--- src/hw/rtl/arpc_pkg.sv ---
// Shared constants, command codes and the queued transaction type of the ARP cache table.
package arpc_pkg;

  localparam int ENTRIES = 16;
  localparam int IDX_W   = $clog2(ENTRIES);
  localparam int CNT_W   = $clog2(ENTRIES + 1);

  localparam int CMD_W  = 2;
  localparam int IP_W   = 32;
  localparam int MAC_W  = 48;
  localparam int TICK_W = 32;

  localparam int APB_ADDR_W = 2;
  localparam int APB_DATA_W = 32;

  // Register addresses on the APB port
  localparam logic [APB_ADDR_W-1:0] ADDR_TIMEOUT = 2'd0;

  localparam logic [TICK_W-1:0] TIMEOUT_RESET = 32'd60000;

  localparam int QUEUE_DEPTH = 2;
  localparam int QPTR_W      = $clog2(QUEUE_DEPTH);
  localparam int QCNT_W      = $clog2(QUEUE_DEPTH + 1);

  // Command codes on the input channel
  localparam logic [CMD_W-1:0] CMD_INSERT  = 2'd0;
  localparam logic [CMD_W-1:0] CMD_LOOKUP  = 2'd1;
  localparam logic [CMD_W-1:0] CMD_REVERSE = 2'd2;

  // Operation class handed from front to back
  typedef enum logic [1:0] {
    OP_INSERT,
    OP_LOOKUP,
    OP_REVERSE,
    OP_NONE
  } op_t;

  // Classified transaction; a lookup already carries its miss-entry data
  typedef struct packed {
    op_t               op;
    logic [IP_W-1:0]   ip;
    logic [MAC_W-1:0]  mac;
    logic [TICK_W-1:0] stamp;
    logic [TICK_W-1:0] now;
  } item_t;

endpackage

--- src/hw/rtl/arpc_if.sv ---
// Valid/ready channel interfaces for ARP cache commands and results.
interface arpc_in_if;
  logic                         valid;
  logic                         ready;
  logic [arpc_pkg::CMD_W-1:0]   cmd;
  logic [arpc_pkg::IP_W-1:0]    ip_addr;
  logic [arpc_pkg::MAC_W-1:0]   mac_addr;
  logic [arpc_pkg::TICK_W-1:0]  entry_stamp;
  logic [arpc_pkg::TICK_W-1:0]  now_ticks;

  modport source (output valid, cmd, ip_addr, mac_addr, entry_stamp, now_ticks,
                  input ready);
  modport sink (input valid, cmd, ip_addr, mac_addr, entry_stamp, now_ticks,
                output ready);
endinterface

interface arpc_out_if;
  logic                       valid;
  logic                       ready;
  logic                       found;
  logic [arpc_pkg::MAC_W-1:0] mac_result;
  logic [arpc_pkg::IP_W-1:0]  ip_result;
  logic                       query_request;
  logic                       insert_dropped;

  modport source (output valid, found, mac_result, ip_result, query_request,
                  insert_dropped, input ready);
  modport sink (input valid, found, mac_result, ip_result, query_request,
                insert_dropped, output ready);
endinterface

--- src/hw/rtl/arpc_ram.sv ---
// Generic single-write, single-read RAM with registered read data.
module arpc_ram #(
  parameter int WIDTH = 32,
  parameter int DEPTH = 16
) (
  input  logic                     clk,
  input  logic                     we,
  input  logic [$clog2(DEPTH)-1:0] waddr,
  input  logic [WIDTH-1:0]         wdata,
  input  logic [$clog2(DEPTH)-1:0] raddr,
  output logic [WIDTH-1:0]         rdata
);

  logic [WIDTH-1:0] mem [DEPTH];

  // Write then register the read port
  always_ff @(posedge clk) begin
    if (we) begin
      mem[waddr] <= wdata;
    end
    rdata <= mem[raddr];
  end

endmodule

--- src/hw/rtl/arpc_front.sv ---
// Front stage: accept command transactions and classify them for the back end.
module arpc_front (
  input  logic              clk,
  input  logic              rst,
  arpc_in_if.sink           in_ch,
  output logic              push_valid,
  input  logic              push_ready,
  output arpc_pkg::item_t   push_item
);

  logic            stage_valid;
  arpc_pkg::item_t stage;
  arpc_pkg::item_t cls;

  assign in_ch.ready = !stage_valid || push_ready;
  assign push_valid  = stage_valid;
  assign push_item   = stage;

  // Classify the command; a lookup carries a zero MAC and the current time for a miss entry
  always_comb begin
    cls.ip    = in_ch.ip_addr;
    cls.mac   = in_ch.mac_addr;
    cls.stamp = in_ch.entry_stamp;
    cls.now   = in_ch.now_ticks;
    unique case (in_ch.cmd)
      arpc_pkg::CMD_INSERT: begin
        cls.op = arpc_pkg::OP_INSERT;
      end
      arpc_pkg::CMD_LOOKUP: begin
        cls.op    = arpc_pkg::OP_LOOKUP;
        cls.mac   = '0;
        cls.stamp = in_ch.now_ticks;
      end
      arpc_pkg::CMD_REVERSE: begin
        cls.op = arpc_pkg::OP_REVERSE;
      end
      default: begin
        cls.op = arpc_pkg::OP_NONE;
      end
    endcase
  end

  // Hold the stage until the queue takes it
  always_ff @(posedge clk) begin
    if (rst) begin
      stage_valid <= 1'b0;
    end else if (in_ch.ready) begin
      stage_valid <= in_ch.valid;
    end
  end

  always_ff @(posedge clk) begin
    if (in_ch.valid && in_ch.ready) begin
      stage <= cls;
    end
  end

endmodule

--- src/hw/rtl/arpc_queue.sv ---
// Short FIFO of classified transactions between front and back.
module arpc_queue (
  input  logic            clk,
  input  logic            rst,
  input  logic            push_valid,
  output logic            push_ready,
  input  arpc_pkg::item_t push_item,
  output logic            pop_valid,
  input  logic            pop_ready,
  output arpc_pkg::item_t pop_item
);

  arpc_pkg::item_t                 mem [arpc_pkg::QUEUE_DEPTH];
  logic [arpc_pkg::QPTR_W-1:0]     wr_ptr;
  logic [arpc_pkg::QPTR_W-1:0]     rd_ptr;
  logic [arpc_pkg::QCNT_W-1:0]     count;
  logic                            do_push;
  logic                            do_pop;

  assign push_ready = count != arpc_pkg::QCNT_W'(arpc_pkg::QUEUE_DEPTH);
  assign pop_valid  = count != '0;
  assign pop_item   = mem[rd_ptr];
  assign do_push    = push_valid && push_ready;
  assign do_pop     = pop_valid && pop_ready;

  // Advance pointers with wrap and track occupancy
  always_ff @(posedge clk) begin
    if (rst) begin
      wr_ptr <= '0;
      rd_ptr <= '0;
      count  <= '0;
    end else begin
      if (do_push) begin
        wr_ptr <= (wr_ptr == arpc_pkg::QPTR_W'(arpc_pkg::QUEUE_DEPTH - 1)) ? '0 : wr_ptr + 1'b1;
      end
      if (do_pop) begin
        rd_ptr <= (rd_ptr == arpc_pkg::QPTR_W'(arpc_pkg::QUEUE_DEPTH - 1)) ? '0 : rd_ptr + 1'b1;
      end
      if (do_push && !do_pop) begin
        count <= count + 1'b1;
      end else if (do_pop && !do_push) begin
        count <= count - 1'b1;
      end
    end
  end

  always_ff @(posedge clk) begin
    if (do_push) begin
      mem[wr_ptr] <= push_item;
    end
  end

endmodule

--- src/hw/rtl/arpc_back.sv ---
// Back end: scan the slot RAMs for one transaction, then update the table and post the result.
module arpc_back (
  input  logic                         clk,
  input  logic                         rst,
  input  logic [arpc_pkg::TICK_W-1:0]  timeout_ticks,
  input  logic                         pop_valid,
  output logic                         pop_ready,
  input  arpc_pkg::item_t              pop_item,
  arpc_out_if.source                   out_ch
);

  typedef enum logic [2:0] {
    ST_IDLE   = 3'b001,
    ST_SCAN   = 3'b010,
    ST_COMMIT = 3'b100
  } state_t;

  state_t state;
  state_t state_next;

  arpc_pkg::item_t cur;

  logic [arpc_pkg::CNT_W-1:0] cnt;
  logic                       rd_live;
  logic [arpc_pkg::IDX_W-1:0] proc_idx;

  logic [arpc_pkg::IP_W-1:0]   rd_ip;
  logic [arpc_pkg::MAC_W-1:0]  rd_mac;
  logic [arpc_pkg::TICK_W-1:0] rd_stamp;

  logic [arpc_pkg::ENTRIES-1:0] slot_valid;
  logic [arpc_pkg::ENTRIES-1:0] slot_valid_next;
  logic [arpc_pkg::ENTRIES-1:0] expire;

  // Scan results
  logic                        ip_hit;
  logic [arpc_pkg::IDX_W-1:0]  ip_idx;
  logic                        ip_nz;
  logic [arpc_pkg::MAC_W-1:0]  hit_mac;
  logic                        mac_hit;
  logic [arpc_pkg::IDX_W-1:0]  mac_idx;
  logic                        mac_nz;
  logic [arpc_pkg::IP_W-1:0]   hit_ip;
  logic                        free_hit;
  logic [arpc_pkg::IDX_W-1:0]  free_idx;
  logic                        old_hit;
  logic [arpc_pkg::IDX_W-1:0]  old_idx;
  logic [arpc_pkg::TICK_W-1:0] old_stamp;

  // Per-entry evaluation
  logic ent_valid;
  logic ent_nz;
  logic ip_match;
  logic mac_match;
  logic free_seen;
  logic older;
  logic ent_aged;

  // Commit decisions
  logic                        out_free;
  logic                        start;
  logic                        commit_fire;
  logic                        can_store;
  logic                        new_aged;
  logic [arpc_pkg::IDX_W-1:0]  target;
  logic                        we_ip;
  logic                        we_mac;
  logic                        we_stamp;
  logic [arpc_pkg::IDX_W-1:0]  wr_idx;
  logic [arpc_pkg::TICK_W-1:0] wr_stamp;
  logic                        res_found;
  logic [arpc_pkg::MAC_W-1:0]  res_mac;
  logic [arpc_pkg::IP_W-1:0]   res_ip;
  logic                        res_query;
  logic                        res_dropped;

  // Output register
  logic                        out_valid;
  logic                        out_found;
  logic [arpc_pkg::MAC_W-1:0]  out_mac;
  logic [arpc_pkg::IP_W-1:0]   out_ip;
  logic                        out_query;
  logic                        out_dropped;

  function automatic logic aged(input logic [arpc_pkg::TICK_W-1:0] stamp,
                                input logic [arpc_pkg::TICK_W-1:0] tmo,
                                input logic [arpc_pkg::TICK_W-1:0] now);
    logic [arpc_pkg::TICK_W:0] sum;
    sum = {1'b0, stamp} + {1'b0, tmo};
    return sum <= {1'b0, now};
  endfunction

  assign pop_ready   = state == ST_IDLE;
  assign start       = pop_valid && pop_ready;
  assign out_free    = !out_valid || out_ch.ready;
  assign commit_fire = (state == ST_COMMIT) && out_free;

  // Slot storage, read in address order during the scan
  arpc_ram #(.WIDTH(arpc_pkg::IP_W), .DEPTH(arpc_pkg::ENTRIES)) u_ip_ram (
    .clk   (clk),
    .we    (commit_fire && we_ip),
    .waddr (wr_idx),
    .wdata (cur.ip),
    .raddr (cnt[arpc_pkg::IDX_W-1:0]),
    .rdata (rd_ip)
  );

  arpc_ram #(.WIDTH(arpc_pkg::MAC_W), .DEPTH(arpc_pkg::ENTRIES)) u_mac_ram (
    .clk   (clk),
    .we    (commit_fire && we_mac),
    .waddr (wr_idx),
    .wdata (cur.mac),
    .raddr (cnt[arpc_pkg::IDX_W-1:0]),
    .rdata (rd_mac)
  );

  arpc_ram #(.WIDTH(arpc_pkg::TICK_W), .DEPTH(arpc_pkg::ENTRIES)) u_stamp_ram (
    .clk   (clk),
    .we    (commit_fire && we_stamp),
    .waddr (wr_idx),
    .wdata (wr_stamp),
    .raddr (cnt[arpc_pkg::IDX_W-1:0]),
    .rdata (rd_stamp)
  );

  // Evaluate the entry whose read data just arrived
  always_comb begin
    ent_valid = slot_valid[proc_idx];
    ent_nz    = rd_stamp != '0;
    ip_match  = rd_live && ent_valid && (rd_ip == cur.ip);
    mac_match = rd_live && ent_valid && (rd_mac == cur.mac);
    free_seen = rd_live && !ent_valid;
    older     = rd_live && ent_valid && ent_nz && (!old_hit || (rd_stamp < old_stamp));
    ent_aged  = rd_live && ent_valid && ent_nz && aged(rd_stamp, timeout_ticks, cur.now);
  end

  // Sequence: take a transaction, scan all slots, then commit
  always_comb begin
    state_next = state;
    unique case (state)
      ST_IDLE: begin
        if (pop_valid) begin
          state_next = ST_SCAN;
        end
      end
      ST_SCAN: begin
        if (cnt == arpc_pkg::CNT_W'(arpc_pkg::ENTRIES)) begin
          state_next = ST_COMMIT;
        end
      end
      ST_COMMIT: begin
        if (out_free) begin
          state_next = ST_IDLE;
        end
      end
      default: begin
        state_next = ST_IDLE;
      end
    endcase
  end

  always_ff @(posedge clk) begin
    if (rst) begin
      state   <= ST_IDLE;
      cnt     <= '0;
      rd_live <= 1'b0;
    end else begin
      state   <= state_next;
      rd_live <= (state == ST_SCAN) && (cnt != arpc_pkg::CNT_W'(arpc_pkg::ENTRIES));
      if (start) begin
        cnt <= '0;
      end else if ((state == ST_SCAN) && (cnt != arpc_pkg::CNT_W'(arpc_pkg::ENTRIES))) begin
        cnt <= cnt + 1'b1;
      end
    end
  end

  // Latch the transaction and the index of the entry in flight
  always_ff @(posedge clk) begin
    if (start) begin
      cur <= pop_item;
    end
    proc_idx <= cnt[arpc_pkg::IDX_W-1:0];
    if (rd_live) begin
      expire[proc_idx] <= ent_aged;
    end
  end

  // Track first matches, first free slot and oldest aging entry
  always_ff @(posedge clk) begin
    if (rst || start) begin
      ip_hit   <= 1'b0;
      mac_hit  <= 1'b0;
      free_hit <= 1'b0;
      old_hit  <= 1'b0;
    end else begin
      if (ip_match && !ip_hit) begin
        ip_hit <= 1'b1;
      end
      if (mac_match && !mac_hit) begin
        mac_hit <= 1'b1;
      end
      if (free_seen && !free_hit) begin
        free_hit <= 1'b1;
      end
      if (older) begin
        old_hit <= 1'b1;
      end
    end
  end

  always_ff @(posedge clk) begin
    if (ip_match && !ip_hit) begin
      ip_idx  <= proc_idx;
      ip_nz   <= ent_nz;
      hit_mac <= rd_mac;
    end
    if (mac_match && !mac_hit) begin
      mac_idx <= proc_idx;
      mac_nz  <= ent_nz;
      hit_ip  <= rd_ip;
    end
    if (free_seen && !free_hit) begin
      free_idx <= proc_idx;
    end
    if (older) begin
      old_idx   <= proc_idx;
      old_stamp <= rd_stamp;
    end
  end

  // Decide table writes, valid update and the result
  always_comb begin
    can_store       = free_hit || old_hit;
    target          = free_hit ? free_idx : old_idx;
    new_aged        = (cur.stamp != '0) && aged(cur.stamp, timeout_ticks, cur.now);
    we_ip           = 1'b0;
    we_mac          = 1'b0;
    we_stamp        = 1'b0;
    wr_idx          = ip_idx;
    wr_stamp        = cur.now;
    slot_valid_next = slot_valid;
    res_found       = 1'b0;
    res_mac         = '0;
    res_ip          = '0;
    res_query       = 1'b0;
    res_dropped     = 1'b0;
    unique case (cur.op)
      arpc_pkg::OP_INSERT, arpc_pkg::OP_LOOKUP: begin
        if (ip_hit) begin
          if (cur.op == arpc_pkg::OP_INSERT) begin
            we_mac   = 1'b1;
            we_stamp = 1'b1;
            wr_stamp = cur.stamp;
          end else begin
            res_found = 1'b1;
            res_mac   = hit_mac;
            we_stamp  = ip_nz;
          end
        end else begin
          // New entry, then purge aged entries including the one just stored
          res_query   = cur.op == arpc_pkg::OP_LOOKUP;
          res_dropped = !can_store;
          wr_idx      = target;
          wr_stamp    = cur.stamp;
          we_ip       = can_store;
          we_mac      = can_store;
          we_stamp    = can_store;
          for (int i = 0; i < arpc_pkg::ENTRIES; i++) begin
            if (can_store && (target == arpc_pkg::IDX_W'(i))) begin
              slot_valid_next[i] = !new_aged;
            end else begin
              slot_valid_next[i] = slot_valid[i] && !expire[i];
            end
          end
        end
      end
      arpc_pkg::OP_REVERSE: begin
        if (mac_hit) begin
          res_found = 1'b1;
          res_ip    = hit_ip;
          we_stamp  = mac_nz;
          wr_idx    = mac_idx;
        end
      end
      default: begin
      end
    endcase
  end

  // Apply the valid update and post the result
  always_ff @(posedge clk) begin
    if (rst) begin
      slot_valid <= '0;
      out_valid  <= 1'b0;
    end else if (commit_fire) begin
      slot_valid <= slot_valid_next;
      out_valid  <= 1'b1;
    end else if (out_ch.ready) begin
      out_valid <= 1'b0;
    end
  end

  always_ff @(posedge clk) begin
    if (commit_fire) begin
      out_found   <= res_found;
      out_mac     <= res_mac;
      out_ip      <= res_ip;
      out_query   <= res_query;
      out_dropped <= res_dropped;
    end
  end

  assign out_ch.valid          = out_valid;
  assign out_ch.found          = out_found;
  assign out_ch.mac_result     = out_mac;
  assign out_ch.ip_result      = out_ip;
  assign out_ch.query_request  = out_query;
  assign out_ch.insert_dropped = out_dropped;

endmodule

--- src/hw/rtl/arp_cache_table_core.sv ---
// Top level of the ARP cache table: APB timeout register, front stage, queue and back end.
// Path from command acceptance to result valid: front stage, queue, slot scan, commit, output register.
// The back end takes no new transaction until it has scanned every slot through the
//   single read port of the slot RAMs and committed the last one.
// Reset: all slots invalid at once, timeout 60000 ticks; no clearing pass is needed.
module arp_cache_table_core (
  input  logic                             clk,
  input  logic                             rst,
  arpc_in_if.sink                          in_ch,
  arpc_out_if.source                       out_ch,
  input  logic                             psel,
  input  logic                             penable,
  input  logic                             pwrite,
  input  logic [arpc_pkg::APB_ADDR_W-1:0]  paddr,
  input  logic [arpc_pkg::APB_DATA_W-1:0]  pwdata,
  output logic [arpc_pkg::APB_DATA_W-1:0]  prdata,
  output logic                             pready
);

  logic [arpc_pkg::TICK_W-1:0] timeout_ticks;
  logic                        push_valid;
  logic                        push_ready;
  arpc_pkg::item_t             push_item;
  logic                        pop_valid;
  logic                        pop_ready;
  arpc_pkg::item_t             pop_item;
  logic                        reg_sel;

  // Decode the single timeout register
  assign reg_sel = paddr == arpc_pkg::ADDR_TIMEOUT;
  assign pready  = 1'b1;
  assign prdata  = reg_sel ? timeout_ticks : '0;

  // Write the timeout register on the access phase
  always_ff @(posedge clk) begin
    if (rst) begin
      timeout_ticks <= arpc_pkg::TIMEOUT_RESET;
    end else if (psel && penable && pwrite && pready && reg_sel) begin
      timeout_ticks <= pwdata[arpc_pkg::TICK_W-1:0];
    end
  end

  arpc_front u_front (
    .clk        (clk),
    .rst        (rst),
    .in_ch      (in_ch),
    .push_valid (push_valid),
    .push_ready (push_ready),
    .push_item  (push_item)
  );

  arpc_queue u_queue (
    .clk        (clk),
    .rst        (rst),
    .push_valid (push_valid),
    .push_ready (push_ready),
    .push_item  (push_item),
    .pop_valid  (pop_valid),
    .pop_ready  (pop_ready),
    .pop_item   (pop_item)
  );

  arpc_back u_back (
    .clk           (clk),
    .rst           (rst),
    .timeout_ticks (timeout_ticks),
    .pop_valid     (pop_valid),
    .pop_ready     (pop_ready),
    .pop_item      (pop_item),
    .out_ch        (out_ch)
  );

endmodule
--- src/flat_wrapper.sv ---
// flat-port wrapper written by rule: the top's interface ports become plain ports
module arp_cache_table_core_flat 
  (clk, rst, psel, penable, pwrite, paddr, pwdata, prdata, pready, in_ch_valid, in_ch_cmd, in_ch_ip_addr, in_ch_mac_addr, in_ch_entry_stamp, in_ch_now_ticks, in_ch_ready, out_ch_valid, out_ch_found, out_ch_mac_result, out_ch_ip_result, out_ch_query_request, out_ch_insert_dropped, out_ch_ready);
  arpc_in_if in_ch_i ();
  arpc_out_if out_ch_i ();
  input  logic clk;
  input  logic rst;
  input  logic psel;
  input  logic penable;
  input  logic pwrite;
  input  logic [arpc_pkg::APB_ADDR_W-1:0] paddr;
  input  logic [arpc_pkg::APB_DATA_W-1:0] pwdata;
  output logic [arpc_pkg::APB_DATA_W-1:0] prdata;
  output logic pready;
  input wire logic [$bits(in_ch_i.valid)-1:0] in_ch_valid;
  input wire logic [$bits(in_ch_i.cmd)-1:0] in_ch_cmd;
  input wire logic [$bits(in_ch_i.ip_addr)-1:0] in_ch_ip_addr;
  input wire logic [$bits(in_ch_i.mac_addr)-1:0] in_ch_mac_addr;
  input wire logic [$bits(in_ch_i.entry_stamp)-1:0] in_ch_entry_stamp;
  input wire logic [$bits(in_ch_i.now_ticks)-1:0] in_ch_now_ticks;
  output wire logic [$bits(in_ch_i.ready)-1:0] in_ch_ready;
  output wire logic [$bits(out_ch_i.valid)-1:0] out_ch_valid;
  output wire logic [$bits(out_ch_i.found)-1:0] out_ch_found;
  output wire logic [$bits(out_ch_i.mac_result)-1:0] out_ch_mac_result;
  output wire logic [$bits(out_ch_i.ip_result)-1:0] out_ch_ip_result;
  output wire logic [$bits(out_ch_i.query_request)-1:0] out_ch_query_request;
  output wire logic [$bits(out_ch_i.insert_dropped)-1:0] out_ch_insert_dropped;
  input wire logic [$bits(out_ch_i.ready)-1:0] out_ch_ready;
  assign in_ch_i.valid = in_ch_valid;
  assign in_ch_i.cmd = in_ch_cmd;
  assign in_ch_i.ip_addr = in_ch_ip_addr;
  assign in_ch_i.mac_addr = in_ch_mac_addr;
  assign in_ch_i.entry_stamp = in_ch_entry_stamp;
  assign in_ch_i.now_ticks = in_ch_now_ticks;
  assign in_ch_ready = in_ch_i.ready;
  assign out_ch_valid = out_ch_i.valid;
  assign out_ch_found = out_ch_i.found;
  assign out_ch_mac_result = out_ch_i.mac_result;
  assign out_ch_ip_result = out_ch_i.ip_result;
  assign out_ch_query_request = out_ch_i.query_request;
  assign out_ch_insert_dropped = out_ch_i.insert_dropped;
  assign out_ch_i.ready = out_ch_ready;
  arp_cache_table_core u_core (.clk(clk), .rst(rst), .in_ch(in_ch_i), .out_ch(out_ch_i), .psel(psel), .penable(penable), .pwrite(pwrite), .paddr(paddr), .pwdata(pwdata), .prdata(prdata), .pready(pready));
endmodule
--- config.mk ---
export PLATFORM = sky130hd
export DESIGN_NAME = arp_cache_table_core_flat
export DESIGN_NICKNAME = d
export VERILOG_FILES = /design/src/hw/rtl/arpc_pkg.sv /design/src/hw/rtl/arpc_if.sv /design/src/hw/rtl/arpc_ram.sv /design/src/hw/rtl/arpc_front.sv /design/src/hw/rtl/arpc_queue.sv /design/src/hw/rtl/arpc_back.sv /design/src/hw/rtl/arp_cache_table_core.sv /design/src/flat_wrapper.sv
export SDC_FILE = /design/constraint.sdc
export NUM_CORES = 2
export LEC_CHECK = 0
export BUFFER_PORTS_ARGS = -buffer_cell sky130_fd_sc_hd__buf_2
export CAP_MARGIN = 5
export CORE_MARGIN = 2
export CORE_UTILIZATION = 45
export CTS_CLUSTER_DIAMETER = 150
export DETAILED_ROUTE_END_ITERATION = 8
export PLACE_DENSITY = 0.6
export SLEW_MARGIN = 20
export SYNTH_ARGS = -nofsm -noshare
export SYNTH_HDL_FRONTEND = slang
export SYNTH_SLANG_ARGS = --single-unit
--- constraint.sdc ---
create_clock -name clk -period 14.33 [get_ports clk]
set_clock_uncertainty 0.05 [all_clocks]
set_input_delay 4.299 -clock clk [delete_from_list [all_inputs] [get_ports clk]]
set_output_delay 4.299 -clock clk [all_outputs]
set_load 0.05 [all_outputs]
Word level (Yosys, flattened, before mapping)
Memories as Yosys holds them, arrays and structs flattened. A register that Yosys moved wholly into a read port is not among the register bits.
Index checks and enable logic that the tools add are counted.
{"block": "totals", "register_bits": 446, "mem_bits_rw": 2084, "elab_cells": 250, "mem_count": 4}
{"name": "u_core.u_back.u_mac_ram.mem", "words": 16, "width": 48, "rd": 1, "rd_clocked_by_memory_dff": 1, "wr": 1, "line_no": "arpc_ram.sv:14", "rtl": "logic [WIDTH-1:0] mem [DEPTH];"}
{"name": "u_core.u_back.u_ip_ram.mem", "words": 16, "width": 32, "rd": 1, "rd_clocked_by_memory_dff": 1, "wr": 1, "line_no": "arpc_ram.sv:14"}
{"name": "u_core.u_back.u_stamp_ram.mem", "words": 16, "width": 32, "rd": 1, "rd_clocked_by_memory_dff": 1, "wr": 1, "line_no": "arpc_ram.sv:14"}
{"name": "u_core.u_queue.mem", "words": 2, "width": 146, "rd": 1, "rd_clocked_by_memory_dff": 1, "wr": 1, "line_no": "arpc_queue.sv:13", "rtl": "arpc_pkg::item_t mem [arpc_pkg::QUEUE_DEPTH];"}
{"block": "op_classes", "addsub": 7, "n_lt_le_gt_ge": 5, "n_eq_ne": 30, "n_mux": 62, "bitwise_logic": 2, "reduce_logical": 105}
{"op": "$mux W32", "count": 5}
{"op": "$add A32 B32 Y33", "count": 2}
{"op": "$le A33 B32 Y1", "count": 2}
{"op": "$reduce_bool A32 Y1", "count": 2}
{"op": "$logic_and A1 B1 Y1", "count": 57}
{"op": "$eq A48 B48 Y1", "count": 1}
{"op": "$mux W1", "count": 41}
{"op": "$eq A32 B32 Y1", "count": 1}
{"op": "$eq A4 B4 Y1 const B", "count": 8}
{"op": "$lt A32 B32 Y1", "count": 1}
{"op": "$logic_not A1 Y1", "count": 27}
{"op": "$bwmux W16", "count": 1}
{"op": "$eq A4 B3 Y1 const B", "count": 4}
{"op": "$mux W4", "count": 3}
{"op": "$mux W3", "count": 3}
{"op": "$pmux W3 S3", "count": 1}
{"op": "$eq A4 B2 Y1 const B", "count": 2}
{"op": "$ne A2 B2 Y1 const B", "count": 4}
{"op": "$pmux W4 S2", "count": 1}
{"op": "$logic_not A2 Y1", "count": 3}
{"op": "$pmux W2 S3", "count": 1}
{"op": "$reduce_and A3 Y1", "count": 2}
{"op": "$reduce_bool A2 Y1", "count": 3}
{"op": "$reduce_or A2 Y1", "count": 3}
{"op": "23 further kinds", "count": 33}

Depth between registers and ports, before layout
{"block": "logic_depth", "ltp_word": 7, "ltp_mapped": 22}

Modules after synthesis
A second synthesis with hierarchy kept.
{"block": "hier_totals", "hier_cells": 5467, "hier_area_um2": 107633.2}
{"module": "arpc_ram (u_core.u_back.u_mac_ram)", "n_inst": 1, "cells_each": 1242, "area_per_inst_um2": 29691.0}
{"module": "arpc_back", "n_inst": 1, "cells_each": 1650, "area_per_inst_um2": 20459.6}
{"module": "arpc_ram (u_core.u_back.u_ip_ram)", "n_inst": 1, "cells_each": 838, "area_per_inst_um2": 19836.5}
{"module": "arpc_ram (u_core.u_back.u_stamp_ram)", "n_inst": 1, "cells_each": 838, "area_per_inst_um2": 19835.3}
{"module": "arpc_queue", "n_inst": 1, "cells_each": 478, "area_per_inst_um2": 10807.9}
{"module": "arpc_front", "n_inst": 1, "cells_each": 243, "area_per_inst_um2": 5326.4}
{"module": "arp_cache_table_core", "n_inst": 1, "cells_each": 178, "area_per_inst_um2": 1676.6}

Worst setup path after synthesis
No wires, ideal clock.
{"block": "synth_path", "path_type": "input to register", "startpoint": "input port out_ch_ready", "endpoint": "memory u_core.u_back.u_mac_ram.mem[14][0] (netlist bit), enable pin", "arrival_ns": 11.290, "required_ns": 13.826, "slack_ns": 2.536, "path_stages": 5, "path_buffers": 1, "path_cell_list": "nor2b_1 -> nor2_1 -> o311ai_1 -> clkbuf_1 -> nor2_1"}
{"block": "synth_via", "elab_chain_cells": 5}
{"element": "start, declared", "line_no": "flat_wrapper.sv:28", "rtl": "input wire logic [$bits(out_ch_i.ready)-1:0] out_ch_ready;"}
{"element": "$logic_or A1 B1 Y1", "line_no": "arpc_back.sv:95", "rtl": "assign out_free = !out_valid || out_ch.ready;"}
{"element": "$logic_and A1 B1 Y1", "line_no": "arpc_back.sv:96", "rtl": "assign commit_fire = (state == ST_COMMIT) && out_free;"}
{"element": "named net u_core.u_back.commit_fire", "line_no": "arpc_back.sv:62", "rtl": "logic commit_fire;"}
{"element": "$logic_and A1 B1 Y1", "line_no": "arpc_back.sv:110", "rtl": ".we (commit_fire && we_mac),"}
{"element": "$mux W1", "line_no": "arpc_ram.sv:18", "rtl": "if (we) begin"}
{"element": "$mux W1 (implied by the code)", "line_no": "arpc_ram.sv:19", "rtl": "mem[waddr] <= wdata;"}
{"element": "end, declared", "line_no": "arpc_ram.sv:14"}
The timed path passes the listed nets, and every way through them passes these cells.

Worst setup path in the final report
{"block": "layout_path", "startpoint": "input port paddr[1] (netlist bit)", "endpoint": "output port prdata[20] (netlist bit)"}
{"block": "layout_via", "elab_chain_cells": 2}
{"element": "start, declared", "line_no": "flat_wrapper.sv:11", "rtl": "input logic [arpc_pkg::APB_ADDR_W-1:0] paddr;"}
{"element": "$logic_not A2 Y1", "line_no": "arp_cache_table_core.sv:30", "rtl": "assign reg_sel = paddr == arpc_pkg::ADDR_TIMEOUT;"}
{"element": "$mux W32", "line_no": "arp_cache_table_core.sv:32", "rtl": "assign prdata = reg_sel ? timeout_ticks : '0;"}
{"element": "end, declared", "line_no": "flat_wrapper.sv:13", "rtl": "output logic [arpc_pkg::APB_DATA_W-1:0] prdata;"}
Every way passes these cells.

==> impl_summary.log <==
INFO  metric worst_path_largest_cell_delay = 0.27 ns
INFO  metric critical_path.slowest_cell = sky130_fd_sc_hd__buf_4
INFO  metric netlist_instances = 5,210
INFO  metric clkLatencyLatePin = 0.93 ns
INFO  metric peakVddDrop = around 0.00011 V
INFO  metric synth_flop_cell = sky130_fd_sc_hd__edfxtp_1
INFO  metric final.period_utilization = between 60% and 70%
INFO  metric routedWlPerCell = 26.3 um
INFO  metric worst_setup_hold_path_clk_slew = approximately 0.06 ns
INFO  metric final_setup_viols = 0
INFO  metric worst-path-buf-inv = 3
INFO  metric cell_at_the_root_of_the_clock_tree = sky130_fd_sc_hd__clkbuf_16
INFO  metric post-synth-top-count-cell = sky130_fd_sc_hd__edfxtp_1
INFO  metric max_clock_freq = 105 MHz
INFO  metric timing_worst_slew_pin_value = between 1 and 1.5 ns
INFO  metric timing.critical_path.max_delay_family = buffers and inverters
INFO  metric gr-total-overflow = 0
INFO  metric r2r_setup_slk = 7.98 ns
INFO  metric die_width = 492 um
INFO  metric syn-cell-area = between 100,000 and 150,000 sq um
INFO  metric antenna_found_initial = 9
INFO  metric critPathKind = in2out
INFO  metric cts.repair.resized = 0
INFO  metric synth_enable_flop_cells = 2,605
INFO  metric synthDominantCellAreaShare = 73.1%
INFO  metric vias_per_cell = 5.53
INFO  metric floorplan.core_area = 237,000 sq um
INFO  metric report.final.hold_viol_count = 0
INFO  metric status = completed
INFO  metric cts_setup_buffers = 0
INFO  metric worst_ep_required_time = 9.98 ns
INFO  metric floorplan.die.height = 492 um
INFO  metric syn-num-nets = between 5,000 and 6,000
INFO  metric slew_headroom = between 20% and 30%
INFO  metric initial_utilization = 45.1%
INFO  metric timing.hold.worst.class = reg2reg
INFO  metric synth_seq_area_share = 76.5%
INFO  metric holdBufCountCts = 0
INFO  metric cts_sinks = 2,788
INFO  metric post_synth_cell_types = 73
INFO  metric setup.worst_path.start_class = input port
INFO  metric synthesis.area_per_instance = between 20 and 25 sq um
INFO  metric cellPowerDensity = 162 nW/um^2
INFO  metric register_bit_count_reported_by_yosys = 2,788
INFO  metric final.hold.worst_slack = ~0.39 ns
INFO  metric fin_cells = 9,133
INFO  metric placed_cells = ~8,600
INFO  metric post_route_cells_drive_above_1_share = 28.3%
INFO  metric max-clock-path-buffers = 4
INFO  metric ys_top_cells_by_count = sky130_fd_sc_hd__edfxtp_1, sky130_fd_sc_hd__mux4_2, sky130_fd_sc_hd__dfxtp_1
INFO  metric gpl.final_weighted_congestion = 0.822
INFO  metric grt_first_pass_wirelength = 351,000 um
INFO  metric io_pins = about 310
INFO  metric crit_path_cell_trace = buf_2 -> nor2_1 -> buf_4 -> and2_1 -> buf_2
INFO  metric clock_tree_from_tritoncts = built
INFO  metric total_power = 19.9 mW
INFO  metric dr_total_vias = 50,528
INFO  metric slew_violations = 0
INFO  metric grt_usage = 19.7%
INFO  metric buffer_ports.inserted = 303
INFO  metric via_count_of_the_first_global_routing_pass = roughly 52,000
INFO  metric rsz0062_at_grt = no
INFO  metric yosysWarnings = 0
INFO  metric setup.worst_path.end_class = output pin
INFO  metric cts_buf_count = 303
INFO  metric drtAntennaViolNets = 0
INFO  metric maximum_number_of_pins_on_one_net_before_global_route_repair = 109
INFO  metric synth_area_leaders = sky130_fd_sc_hd__edfxtp_1, sky130_fd_sc_hd__mux4_2, sky130_fd_sc_hd__dfxtp_1
INFO  metric leakage = approximately 40 nW
INFO  metric drc = 0
INFO  metric period_needed = about 9.6 ns
INFO  metric netlist.top_cell.by_area = sky130_fd_sc_hd__edfxtp_1
INFO  metric die_area = 242,000 sq um
INFO  metric rows = 179
INFO  metric sum_of_routed_wire_length_over_all_layers = ~240,000 um
INFO  metric drt_pre_antenna_iters = 6
INFO  metric cap_violations = 0
INFO  metric htree_levels = 5
INFO  metric critPathArrivalTime = 5.21 ns
INFO  metric critical_path.max_fanout = 33
INFO  metric layout-area-overhead-vs-synth = 14.7%
INFO  metric drt_iter0_markers = 4,454
INFO  metric timing.setup.tns = 0 ns
INFO  metric layout.nets = 6,084
INFO  metric most_common_cell_on_crit_path = sky130_fd_sc_hd__buf_2
INFO  metric post_synth_arst_share = 0%
INFO  metric detailed_place_hpwl = approximately 140,000 um
==> layout make-up <==
| class | count | area [sq um] |
|---|---|---|
| Sequential cell | 2788 | 81900 |
| Clock buffer | 409 | 8430 |
| Antenna cell | 5 | 12.5 |
| Fill cell | 18590 | 114000 |
| Inverter | 98 | 368 |
| Multi-Input combinational cell | 2119 | 24500 |
| Tap cell | 3167 | 3960 |
| Timing Repair Buffer | 423 | 2470 |
| Clock inverter | 124 | 1170 |
==> cells by family (layout without fill, tap and decap cells) <==
| group | count (synthesis) | after routing | synth area share [%] |
|---|---|---|---|
| DFF | 2788 | 2788 | 76.5 |
| muxes | 750 | 750 | 13.8 |
| and+or+nand+nor | 660 | 660 | 3.12 |
| AOI/OAI and AO/OA | 405 | 405 | 2.44 |
| buffers and inverters | 303 | 1054 | 1.07 |
| adders and majority gates | 164 | 164 | 1.93 |
| xor gates and xnor gates | 139 | 139 | 1.14 |
| other | 1 | 6 | 0.00350 |
==> flip-flops by register name, summed over array words and instances, names as in the netlist, 146 cells and up <==
name                           count
u_core.u_back.cur                146
u_core.u_front.push_item         146
u_core.u_queue.mem               292
u_core.u_back.u_stamp_ram.mem    512
u_core.u_back.u_mac_ram.mem      768
u_core.u_back.u_ip_ram.mem       512
==> power breakdown <==
part           internal [mW]  switching (mW)
sequential              9.92           0.544
clock                   4.48            3.04
combinational          0.705            1.25
==> stage by stage <==
stage,area [sq um],worst slack (ns),util (%)
2_1_floorplan,107000,2.54,-
3_3_place_gp,113000,4.80,47.7
3_5_place_dp,113000,4.78,47.7
4_1_cts,123000,4.78,51.8
5_1_grt,123000,4.70,51.8
6_report,123000,4.78,51.8
==> cells in the final DEF, fill, tap and decap left out, types with 11 or more instances in the layout <==
cell,n
sky130_fd_sc_hd__a211oi_1,12
sky130_fd_sc_hd__a21o_1,75
sky130_fd_sc_hd__a21oi_1,114
sky130_fd_sc_hd__and2_1,163
sky130_fd_sc_hd__buf_2,303
sky130_fd_sc_hd__buf_4,116
sky130_fd_sc_hd__bufinv_16,20
sky130_fd_sc_hd__clkbuf_1,69
sky130_fd_sc_hd__clkbuf_16,310
sky130_fd_sc_hd__clkbuf_8,30
sky130_fd_sc_hd__clkinv_1,36
sky130_fd_sc_hd__clkinv_2,41
sky130_fd_sc_hd__clkinvlp_4,11
sky130_fd_sc_hd__dfxtp_1,178
sky130_fd_sc_hd__edfxtp_1,2605
sky130_fd_sc_hd__ha_1,162
sky130_fd_sc_hd__inv_1,98
sky130_fd_sc_hd__mux2_2,180
sky130_fd_sc_hd__mux4_2,565
sky130_fd_sc_hd__nand2_1,159
sky130_fd_sc_hd__nand2b_1,20
sky130_fd_sc_hd__nand3_1,24
sky130_fd_sc_hd__nand3b_1,11
sky130_fd_sc_hd__nand4_1,33
sky130_fd_sc_hd__nor2_1,92
sky130_fd_sc_hd__nor2_4,52
sky130_fd_sc_hd__nor2b_1,16
sky130_fd_sc_hd__nor3_1,23
sky130_fd_sc_hd__nor4_1,34
sky130_fd_sc_hd__o21a_1,14
sky130_fd_sc_hd__o21ai_0,82
sky130_fd_sc_hd__xnor2_1,61
sky130_fd_sc_hd__xor2_1,78
==> worst paths after layout <==
path | startpoint | cells after the start | end
worst max register to register | u_core.timeout_ticks[0] | 22 | u_core.u_back.slot_valid[15]
worst max-delay path | paddr[1] | 5 | prdata[20]
worst min-delay path | u_core.u_back.state[2] | 1 | u_core.u_back.state[1]
worst min register to register | u_core.u_back.state[2] | 1 | u_core.u_back.state[1]
==> per-layer routing <==
layer	vias to the layer above	GRT usage (%)	part of all wire, %
li1	22236	-	-
met1	26447	28.0	44
met2	1493	31.9	49
met3	350	3.14	5.5
met4	2	5.44	2.3
met5	-	0	0.0054
No activity file was read; power rests on OpenSTA's default activity.
